[config.mk]
export PLATFORM = sky130hd
export DESIGN_NAME = base64_codec
export DESIGN_NICKNAME = d
export VERILOG_FILES = /design/src/sv/b64c_pkg.sv /design/src/sv/base64_codec.sv /design/src/sv/b64c_front.sv /design/src/sv/b64c_queue.sv /design/src/sv/b64c_back.sv
export SDC_FILE = /design/constraint.sdc
export NUM_CORES = 1
export LEC_CHECK = 0
export BUFFER_PORTS_ARGS = -buffer_cell sky130_fd_sc_hd__buf_4
export CORE_UTILIZATION = 40
export CTS_CLUSTER_DIAMETER = 60
export CTS_CLUSTER_SIZE = 14
export DETAILED_ROUTE_END_ITERATION = 6
export PLACE_DENSITY_LB_ADDON = 0.05
export SLEW_MARGIN = 10
export SYNTH_ARGS = -nofsm -noshare
export SYNTH_HDL_FRONTEND = slang
export SYNTH_SLANG_ARGS = --single-unit
[constraint.sdc]
create_clock -name clk -period 4.2 [get_ports clk]
set_clock_uncertainty 0.1 [all_clocks]
set_input_delay 0 -clock clk [delete_from_list [all_inputs] [get_ports clk]]
set_output_delay 0 -clock clk [all_outputs]
set_load 0.01 [all_outputs]
[src/sv/b64c_pkg.sv]
// ----------------------------------------------------------------------------
// b64c_pkg
// types, constants and alphabet functions of the base64 codec
// ----------------------------------------------------------------------------
package b64c_pkg;

	localparam int GROUP_W  = 24;
	localparam int Q_DEPTH  = 2;
	localparam int Q_PTR_W  = $clog2(Q_DEPTH);
	localparam int Q_CNT_W  = $clog2(Q_DEPTH + 1);

	localparam logic DIR_ENCODE = 1'b0;
	localparam logic DIR_DECODE = 1'b1;

	localparam logic [5:0] SEXT_UPPER_MAX = 6'h19;
	localparam logic [5:0] SEXT_LOWER_BASE = 6'h1A;
	localparam logic [5:0] SEXT_LOWER_MAX = 6'h33;
	localparam logic [5:0] SEXT_DIGIT_BASE = 6'h34;
	localparam logic [5:0] SEXT_DIGIT_MAX = 6'h3D;
	localparam logic [5:0] SEXT_PLUS = 6'h3E;
	localparam logic [5:0] SEXT_SLASH = 6'h3F;

	localparam logic [7:0] CH_UPPER_A = 8'h41;
	localparam logic [7:0] CH_UPPER_Z = 8'h5A;
	localparam logic [7:0] CH_LOWER_A = 8'h61;
	localparam logic [7:0] CH_LOWER_Z = 8'h7A;
	localparam logic [7:0] CH_DIGIT_0 = 8'h30;
	localparam logic [7:0] CH_DIGIT_9 = 8'h39;
	localparam logic [7:0] CH_PLUS = 8'h2B;
	localparam logic [7:0] CH_SLASH = 8'h2F;
	localparam logic [7:0] CH_PAD = 8'h3D;

	typedef struct packed {
		logic [7:0] data_in;
		logic       flush;
	} in_item_t;

	typedef struct packed {
		logic [7:0] data_out;
		logic       last;
	} out_item_t;

	// one emitted group handed from front to back
	typedef struct packed {
		logic [GROUP_W-1:0] grp;
		logic               dir;
		logic [2:0]         nreal;
		logic [2:0]         nres;
	} grp_rec_t;

	typedef struct packed {
		logic       ok;
		logic [5:0] val;
	} sext_t;

	function automatic logic [7:0] sextet_to_char(input logic [5:0] v);
		logic [7:0] c;
		if (v <= SEXT_UPPER_MAX)
			c = CH_UPPER_A + {2'b00, v};
		else if (v <= SEXT_LOWER_MAX)
			c = CH_LOWER_A + {2'b00, v - SEXT_LOWER_BASE};
		else if (v <= SEXT_DIGIT_MAX)
			c = CH_DIGIT_0 + {2'b00, v - SEXT_DIGIT_BASE};
		else if (v == SEXT_PLUS)
			c = CH_PLUS;
		else
			c = CH_SLASH;
		return c;
	endfunction

	function automatic sext_t char_to_sextet(input logic [7:0] c);
		sext_t r;
		logic [7:0] d;
		r = '0;
		d = '0;
		if (c inside {[CH_UPPER_A:CH_UPPER_Z]}) begin
			d = c - CH_UPPER_A;
			r.ok = 1'b1;
			r.val = d[5:0];
		end else if (c inside {[CH_LOWER_A:CH_LOWER_Z]}) begin
			d = c - CH_LOWER_A;
			r.ok = 1'b1;
			r.val = d[5:0] + SEXT_LOWER_BASE;
		end else if (c inside {[CH_DIGIT_0:CH_DIGIT_9]}) begin
			d = c - CH_DIGIT_0;
			r.ok = 1'b1;
			r.val = d[5:0] + SEXT_DIGIT_BASE;
		end else if (c == CH_PLUS) begin
			r.ok = 1'b1;
			r.val = SEXT_PLUS;
		end else if (c == CH_SLASH) begin
			r.ok = 1'b1;
			r.val = SEXT_SLASH;
		end
		return r;
	endfunction

endpackage

[src/sv/base64_codec.sv]
// ----------------------------------------------------------------------------
// base64_codec
// base64 encoder and decoder over a 24-bit group register
// ----------------------------------------------------------------------------
//
//  channel  direction  signals                       payload
//  in       sink       in_valid, in_stall            in_data (data_in, flush)
//  out      source     out_valid, out_stall          out_data (data_out, last)
//  cfg      sink       cfg_wr_en                     cfg_wr_data (direction)
//
// a request is taken every cycle while the group queue has room; each result
// leaves the serialiser at one a cycle while out_stall is low, so a full encode group
// of three bytes drains as four characters and the queue absorbs the difference.
// first result of a group passes the queue entry, grp_q and out_q in turn.
// reset clears the group, the queue, the output valid flag and sets encode mode.
// output stall backs up the two-entry queue, then in_stall rises.
//
module base64_codec import b64c_pkg::*; (
	input  logic      clk,
	input  logic      arst_n,
	input  logic      cfg_wr_en,
	input  logic      cfg_wr_data,
	input  logic      in_valid,
	output logic      in_stall,
	input  in_item_t  in_data,
	output logic      out_valid,
	input  logic      out_stall,
	output out_item_t out_data
);

	logic     direction_q;
	logic     q_full;
	logic     q_push;
	logic     q_pop;
	logic     q_nonempty;
	grp_rec_t q_rec;
	grp_rec_t q_head;

	always_ff @(posedge clk or negedge arst_n) begin
		if (!arst_n)
			direction_q <= DIR_ENCODE;
		else if (cfg_wr_en)
			direction_q <= cfg_wr_data;
	end

	b64c_front u_front (
		.clk       (clk),
		.arst_n    (arst_n),
		.direction (direction_q),
		.in_valid  (in_valid),
		.in_stall  (in_stall),
		.in_data   (in_data),
		.q_full    (q_full),
		.q_push    (q_push),
		.q_rec     (q_rec)
	);

	b64c_queue u_queue (
		.clk      (clk),
		.arst_n   (arst_n),
		.push     (q_push),
		.push_rec (q_rec),
		.pop      (q_pop),
		.full     (q_full),
		.nonempty (q_nonempty),
		.head     (q_head)
	);

	b64c_back u_back (
		.clk        (clk),
		.arst_n     (arst_n),
		.q_nonempty (q_nonempty),
		.q_head     (q_head),
		.q_pop      (q_pop),
		.out_valid  (out_valid),
		.out_stall  (out_stall),
		.out_data   (out_data)
	);

endmodule

[src/sv/b64c_front.sv]
// ----------------------------------------------------------------------------
// b64c_front
// accepts requests, packs bits into the group and queues full or flushed groups
// ----------------------------------------------------------------------------
module b64c_front import b64c_pkg::*; (
	input  logic     clk,
	input  logic     arst_n,
	input  logic     direction,
	input  logic     in_valid,
	output logic     in_stall,
	input  in_item_t in_data,
	input  logic     q_full,
	output logic     q_push,
	output grp_rec_t q_rec
);

	logic [GROUP_W-1:0] grp_q;
	logic [4:0]         bc_q;

	logic               accept;
	sext_t              sx;
	logic               enc;
	logic [GROUP_W-1:0] shifted;
	logic [5:0]         sum;
	logic               take;
	logic               full_grp;
	logic               emit;
	logic [GROUP_W-1:0] emit_grp;
	logic [4:0]         emit_bc;
	logic [2:0]         nreal;
	logic [2:0]         nbytes;

	assign in_stall = q_full;
	assign accept = in_valid && !in_stall;

	always_comb begin
		sx = char_to_sextet(in_data.data_in);
		enc = (direction == DIR_ENCODE);
		if (enc)
			shifted = {in_data.data_in, 16'h0000} >> bc_q;
		else
			shifted = {sx.val, 18'h00000} >> bc_q;
		sum = {1'b0, bc_q} + (enc ? 6'd8 : 6'd6);
		take = !in_data.flush && (enc || sx.ok) && (sum <= 6'(GROUP_W));
		full_grp = take && (sum == 6'(GROUP_W));
		emit = in_data.flush ? (bc_q != 5'd0) : full_grp;
		emit_grp = in_data.flush ? grp_q : (grp_q | shifted);
		emit_bc = in_data.flush ? bc_q : sum[4:0];

		// characters that carry group bits, the rest are padding
		if (emit_bc > 5'd18)
			nreal = 3'd4;
		else if (emit_bc > 5'd12)
			nreal = 3'd3;
		else if (emit_bc > 5'd6)
			nreal = 3'd2;
		else
			nreal = 3'd1;

		if (emit_bc >= 5'd24)
			nbytes = 3'd3;
		else if (emit_bc >= 5'd16)
			nbytes = 3'd2;
		else if (emit_bc >= 5'd8)
			nbytes = 3'd1;
		else
			nbytes = 3'd0;

		q_rec.grp = emit_grp;
		q_rec.dir = direction;
		q_rec.nreal = nreal;
		q_rec.nres = enc ? 3'd4 : nbytes;
	end

	assign q_push = accept && emit && (q_rec.nres != 3'd0);

	always_ff @(posedge clk or negedge arst_n) begin
		if (!arst_n) begin
			grp_q <= '0;
			bc_q <= '0;
		end else if (accept) begin
			if (emit || in_data.flush) begin
				grp_q <= '0;
				bc_q <= '0;
			end else if (take) begin
				grp_q <= grp_q | shifted;
				bc_q <= sum[4:0];
			end
		end
	end

endmodule

[src/sv/b64c_queue.sv]
// ----------------------------------------------------------------------------
// b64c_queue
// short fifo of emitted groups between front and back
// ----------------------------------------------------------------------------
module b64c_queue import b64c_pkg::*; (
	input  logic     clk,
	input  logic     arst_n,
	input  logic     push,
	input  grp_rec_t push_rec,
	input  logic     pop,
	output logic     full,
	output logic     nonempty,
	output grp_rec_t head
);

	grp_rec_t           ent_q [Q_DEPTH];
	logic [Q_PTR_W-1:0] wr_q;
	logic [Q_PTR_W-1:0] rd_q;
	logic [Q_CNT_W-1:0] cnt_q;

	assign full = (cnt_q == Q_CNT_W'(Q_DEPTH));
	assign nonempty = (cnt_q != '0);
	assign head = ent_q[rd_q];

	always_ff @(posedge clk) begin
		if (push)
			ent_q[wr_q] <= push_rec;
	end

	always_ff @(posedge clk or negedge arst_n) begin
		if (!arst_n) begin
			wr_q <= '0;
			rd_q <= '0;
			cnt_q <= '0;
		end else begin
			if (push)
				wr_q <= (wr_q == Q_PTR_W'(Q_DEPTH - 1)) ? '0 : wr_q + 1'b1;
			if (pop)
				rd_q <= (rd_q == Q_PTR_W'(Q_DEPTH - 1)) ? '0 : rd_q + 1'b1;
			if (push && !pop)
				cnt_q <= cnt_q + 1'b1;
			else if (pop && !push)
				cnt_q <= cnt_q - 1'b1;
		end
	end

endmodule

[src/sv/b64c_back.sv]
// ----------------------------------------------------------------------------
// b64c_back
// serialises a queued group to characters or bytes, one result a cycle unless stalled
// ----------------------------------------------------------------------------
module b64c_back import b64c_pkg::*; (
	input  logic      clk,
	input  logic      arst_n,
	input  logic      q_nonempty,
	input  grp_rec_t  q_head,
	output logic      q_pop,
	output logic      out_valid,
	input  logic      out_stall,
	output out_item_t out_data
);

	logic               busy_q;
	logic [GROUP_W-1:0] grp_q;
	logic               dir_q;
	logic [2:0]         real_q;
	logic [2:0]         left_q;
	logic               out_valid_q;
	out_item_t          out_q;

	logic      load;
	logic      finish;
	out_item_t item;

	assign load = !out_valid_q || !out_stall;
	assign finish = busy_q && load && (left_q == 3'd1);
	assign q_pop = q_nonempty && (!busy_q || finish);

	always_comb begin
		if (dir_q == DIR_ENCODE)
			item.data_out = (real_q != 3'd0) ? sextet_to_char(grp_q[23:18]) : CH_PAD;
		else
			item.data_out = grp_q[23:16];
		item.last = (left_q == 3'd1);
	end

	always_ff @(posedge clk or negedge arst_n) begin
		if (!arst_n) begin
			busy_q <= 1'b0;
			left_q <= '0;
			out_valid_q <= 1'b0;
		end else begin
			if (q_pop) begin
				busy_q <= 1'b1;
				left_q <= q_head.nres;
			end else if (busy_q && load) begin
				left_q <= left_q - 1'b1;
				if (finish)
					busy_q <= 1'b0;
			end
			if (load)
				out_valid_q <= busy_q;
		end
	end

	always_ff @(posedge clk) begin
		if (q_pop) begin
			grp_q <= q_head.grp;
			dir_q <= q_head.dir;
			real_q <= q_head.nreal;
		end else if (busy_q && load) begin
			grp_q <= (dir_q == DIR_ENCODE) ? {grp_q[17:0], 6'h00} : {grp_q[15:0], 8'h00};
			if (real_q != 3'd0)
				real_q <= real_q - 1'b1;
		end
		if (load && busy_q)
			out_q <= item;
	end

	assign out_valid = out_valid_q;
	assign out_data = out_q;

endmodule

* Word level (Yosys, flattened, before mapping)
Memories as Yosys holds them, arrays and structs flattened. Index checks and enable logic that the tools add are counted.
Operators by class: $add $sub $neg 17, $lt $le $gt $ge 16, equality and inequality tests 6, shifts and indexed selects 2, mux-type cells 44, bitwise logic cells 2, reductions and logical operators 37
Operators by type and width (count):
- 2-to-1 mux 24 bit | 7
- right shift 24 x 5 -> 24 bit | 2
- 2-to-1 mux 8 bit | 5
- 2-to-1 mux 7 bit | 5
- 2-to-1 mux 3 bit | 11
- bitwise OR 24 bit | 1
- subtractor 6 bit, second input constant | 3
- adder 7 x 6 -> 8 bit, first input constant | 2
- == test 8 x 6 -> 1 bit, second input constant | 2
- greater-or-equal comparator 8 x 7 -> 1 bit, second input constant | 2
- <= comparator 8 x 7 -> 1 bit, second input constant | 2
- 2-to-1 mux 5 bit | 3
- logical AND 1 bit | 14
- <= comparator 6 x 5 -> 1 bit, second input constant | 2
- <= comparator 6 bit, second input constant | 2
- nonzero test 2 bit | 6
- greater-or-equal comparator 5 bit, second input constant | 2
- 2-to-1 mux 1 bit | 9
- greater-or-equal comparator 8 x 6 -> 1 bit, second input constant | 1
- <= comparator 8 x 6 -> 1 bit, second input constant | 1
- adder 6 x 6 -> 7 bit, first input constant | 1
- zero test 1 bit | 7
- adder 5 x 6 -> 6 bit | 1
- adder 6 x 5 -> 6 bit, second input constant | 1
- other kinds (22) | 32
Word-level totals: register bits 76, memory bits (writable) 62, input port bits 15, output and inout bits 11, word-level logic and storage cells 139, memories kept 1
Memory list:
- u_queue.ent_q | words 2, bits a word 31, rd ports 1, clocked after Yosys merged registers in 0, write ports 1, RTL line b64c_queue.sv:16 | grp_rec_t ent_q [Q_DEPTH];

* Depth between registers and ports, before layout
word-level depth 17, gate-level depth with buffers 15, mapped depth without buffers 15

* Cells and area by module
Synthesis repeated with hierarchy kept, for this count alone.
Second synthesis, totals: cell total of the unflattened synthesis 700, area, all modules 7903.8 um^2
Modules (own cells, without submodules):
- b64c_front | instances 1, cells each 348, area an instance 2770.2 um^2, seq. area each 700.7 um^2
- b64c_queue | instances 1, cells each 113, area an instance 2580.0 um^2, seq. area each 1961.9 um^2
- b64c_back | instances 1, cells each 237, area an instance 2513.7 um^2, seq. area each 1236.2 um^2
- base64_codec | instances 1, cells each 2, area an instance 40.0 um^2, seq. area each 25.0 um^2

* Worst setup path before layout
OpenSTA, ideal clock, no wires.
kind reg-to-reg, start register direction_q, end memory u_queue.ent_q[0][0] in the netlist's numbering (enable), setup time 0.419 ns, data arrival time 3.716 ns, data required time 3.681 ns, setup slack -0.035 ns, stages on the path, launching flop included 12, path buffers 1, period minus slack after synthesis 4.235 ns, path through dfrtp_1 -> inv_1 -> clkbuf_1 -> ha_1 -> xor2_1 -> nor3_1 -> mux2i_1 -> a31oi_1 -> o21bai_1 -> a31oi_1 -> nand2_1 -> nor2_1
RTL lines:
- start, declared | RTL line base64_codec.sv:31 | logic direction_q;
- start signal, assigned | RTL line base64_codec.sv:43 | direction_q <= cfg_wr_data;
- end, declared | RTL line b64c_queue.sv:16

==> flow_metrics.env <==
export IMPL_outcome="complete, no violations"
export IMPL_grt_use_total_pct=18.91
export IMPL_cts_root_buffer="clkbuf_16"
export IMPL_cts_buffers=17
export IMPL_tns_ps=0
export IMPL_hp_class="in -> reg"
export IMPL_cts_resized=0
export IMPL_diodes=0
export IMPL_cp_arrival_ps=3620
export IMPL_viasPerCell=5.565
export IMPL_hold_viol=0
export IMPL_grt_max_degree=51
export IMPL_timing_critical_path_from_type="input port"
export IMPL_antenna_found_initial=0
export IMPL_fmax_mhz=284.7
export IMPL_vdd_drop_max_v=0.0003196
export IMPL_setup_violations=0
export IMPL_drc=0
export IMPL_max_stage_delay_ps=520
export IMPL_fin_nets=768
export IMPL_synth_nets=740
export IMPL_syn_cell_area_mm2=0.007537
export IMPL_maxSlewViolCount=0
export IMPL_grt_pass1_wl_um=28160
export IMPL_cpMaxStageDelayCell="dlygate4sd3_1"
export IMPL_yosys_top_cells_area="edfxtp_1, dfrtp_1, ha_1"
export IMPL_grt_pass1_vias=5257
export IMPL_ys_ff_latch=137
export IMPL_yosys_warnings=0
export IMPL_p_leak_nw=3.431
export IMPL_synth_distinct_cells=69
export IMPL_required_ps=4300
export IMPL_die_area_mm2=0.01940
export IMPL_die_w_um=139.3
export IMPL_hp_start="in_valid"
export IMPL_rsz0062_at_grt="no"
export IMPL_synthCells=695
export IMPL_timing_rr_start="u_front.bc_q[2]"
export IMPL_fin_crit_sh_pct=83.63
export IMPL_firstDrtPassIters=5
export IMPL_final_fill_count=1656
export IMPL_cts_sinks=137
export IMPL_wl_per_cell_um=18.04
export IMPL_synth_common_cells="edfxtp_1, nor2_1, a21oi_1, nand2_1, dfrtp_1"
export IMPL_max_slew_margin_pct=34.29
export IMPL_synth_most_common_cell="edfxtp_1"
export IMPL_totalPowerFinal_mw=5.957
export IMPL_yosysTopAreaCell="edfxtp_1"
export IMPL_num_vias=5370
export IMPL_core_mm2=0.01821
export IMPL_hpwlAfterDp_um=12450
export IMPL_drive_above_1_share_pct=11.82
export IMPL_io_pins=26
export IMPL_synth_seq_area_share_pct=52.06
export IMPL_start_util_pct=41.39
export IMPL_overflow=0
export IMPL_area_growth_pct=14.43
export IMPL_maxCapViolations=0
export IMPL_crit_path_frequent_cell="o211ai_1"
export IMPL_synth_edf_count=99
export IMPL_clk_insertion_delay_late_ps=420
export IMPL_fp_row_count=49
export IMPL_power_density_mw_per_mm2=690.7
export IMPL_finalCriticalPeriod_ps=3513
export IMPL_ant_nets=0
export IMPL_htreeDepth=4
export IMPL_worstPathMaxFanout=12
export IMPL_drt_wl_total_um=17410
export IMPL_synthFlopType="edfxtp_1"
export IMPL_io_buffer_count=25
export IMPL_critical_path_cell_chain="dlygate4sd3_1 > buf_4 > inv_1 > ha_1 > nor2b_1 > o211ai_1 > nand3_1 > o21ai_0 > a32o_1 > nand2b_1 > o211ai_1 > a21oi_1"
export IMPL_synth_async_reset_ratio_pct=27.74
export IMPL_initialDrtViolationCount=359
export IMPL_clkTransAtPathRegs_ps=60
export IMPL_die_height_um=139.3
export IMPL_setup_worst_path_start="in_data[1]"
export IMPL_cts_tree="built"
export IMPL_worst_slew_pin_slew_ps=981.1
export IMPL_path_class="in -> reg"
export IMPL_synth_top_area_share_pct=39.44
export IMPL_end_kind="register"
export IMPL_cts_path_max_buffers=2
export IMPL_syn_area_per_cell_um2=10.84
export IMPL_place_congestion=0.8686
[metal layers]
layer / vias to the layer above / global-route usage, % / share of wire, %
met2: 96 / 31.00 / 48
met5: - / 0 / 0
met1: 2591 / 24.39 / 46
li1: 2654 / - / -
met4: 0 / 8.246 / 2.5
met3: 29 / 3.613 / 3.0
[placed cells by master, fill, tap and decap left out, types with 9 or more instances in the layout]
cell,count
a211oi_1,21
a21o_1,17
a21oi_1,49
a22o_1,12
a31oi_1,12
buf_4,40
clkbuf_16,17
dfrtp_1,38
edfxtp_1,99
ha_1,29
inv_1,29
mux2i_1,35
nand2_1,44
nand2b_1,9
nor2_1,50
nor2b_1,33
nor3_1,14
o21ai_0,32
xnor2_1,15
xor2_1,9
[where the power goes]
part | internal (mW) | switching (mW)
clock | 0.872 | 0.576
sequential | 1.97 | 0.236
combinational | 0.918 | 1.39
total | 3.76 | 2.20
[per-stage QoR]
stage,setup slack (ps),utilization (%),area (um^2),std cells,hold WS (ps)
final,687.4,47.36,8625,965,2.392
after detailed placement,768.7,43.94,8000,928,-63.73
after global routing,413.1,47.36,8625,965,21.18
after global placement,861.1,43.94,8000,928,-73.82
after floorplan,472.7,-,7540,695,-395.6
after CTS,734.7,47.36,8625,965,0.3062
[registers in the layout (all words and copies together), names as in the netlist, 2 cells and up]
name,cells
u_front.grp_q,24
u_queue.cnt_q,2
u_back.out_data,9
u_front.bc_q,4
u_queue.ent_q,62
u_back.grp_q,24
u_back.real_q,3
u_back.left_q,3
[area by class of cell]
class / instances / area [um^2] / share of cell area (%)
Inverter: 32 / 120.1 / 1.393
Tap cell: 229 / 286.5 / 3.322
Clock buffer: 17 / 425.4 / 4.933
Clock inverter: 15 / 148.9 / 1.726
Timing Repair Buffer: 45 / 350.3 / 4.062
Multi-Input combinational cell: 490 / 3369 / 39.07
Sequential cell: 137 / 3924 / 45.50
[logic make-up after synthesis]
logic type / Yosys count / share of synthesized area (%)
buffers and inverters: 68 / 3.502
AO/OA/AOI/OAI: 205 / 18.48
XOR/XNOR: 24 / 2.789
multiplexers: 41 / 5.544
flip-flops: 137 / 52.06
AND/OR/NAND/NOR: 190 / 12.55
adder cells (fa/ha/maj): 30 / 5.080
[path summary, 6_finish.rpt]
kind / depth (start not counted) / slack, ps / end
worst max-delay path: 12 / 690 / u_queue.ent_q[0][17]
worst min-delay path: 4 / 2 / u_front.bc_q[4]
worst max register to register: 9 / 710 / u_front.grp_q[18]
worst min register to register: 2 / 380 / u_front.grp_q[20]
max in group asynchronous: 2 / 3610 / u_front.grp_q[4]
min in group asynchronous: 2 / 10 / u_back.out_valid
[critical path: cells and delay by family]
kind,cells,cell delay (ps)
AOI/OAI and AO/OA,5,1860
adders and majority gates,1,240
buffers and inverters,3,800
and+or+nand+nor,3,710
[what timing repair did]
item,CTS,global route
endpoints found under the setup margin,0,0
hold endpoints to repair,42,0
setup buffers,0,0
hold buffers,5,0
Note: power is estimated with default switching activity, not from simulation.
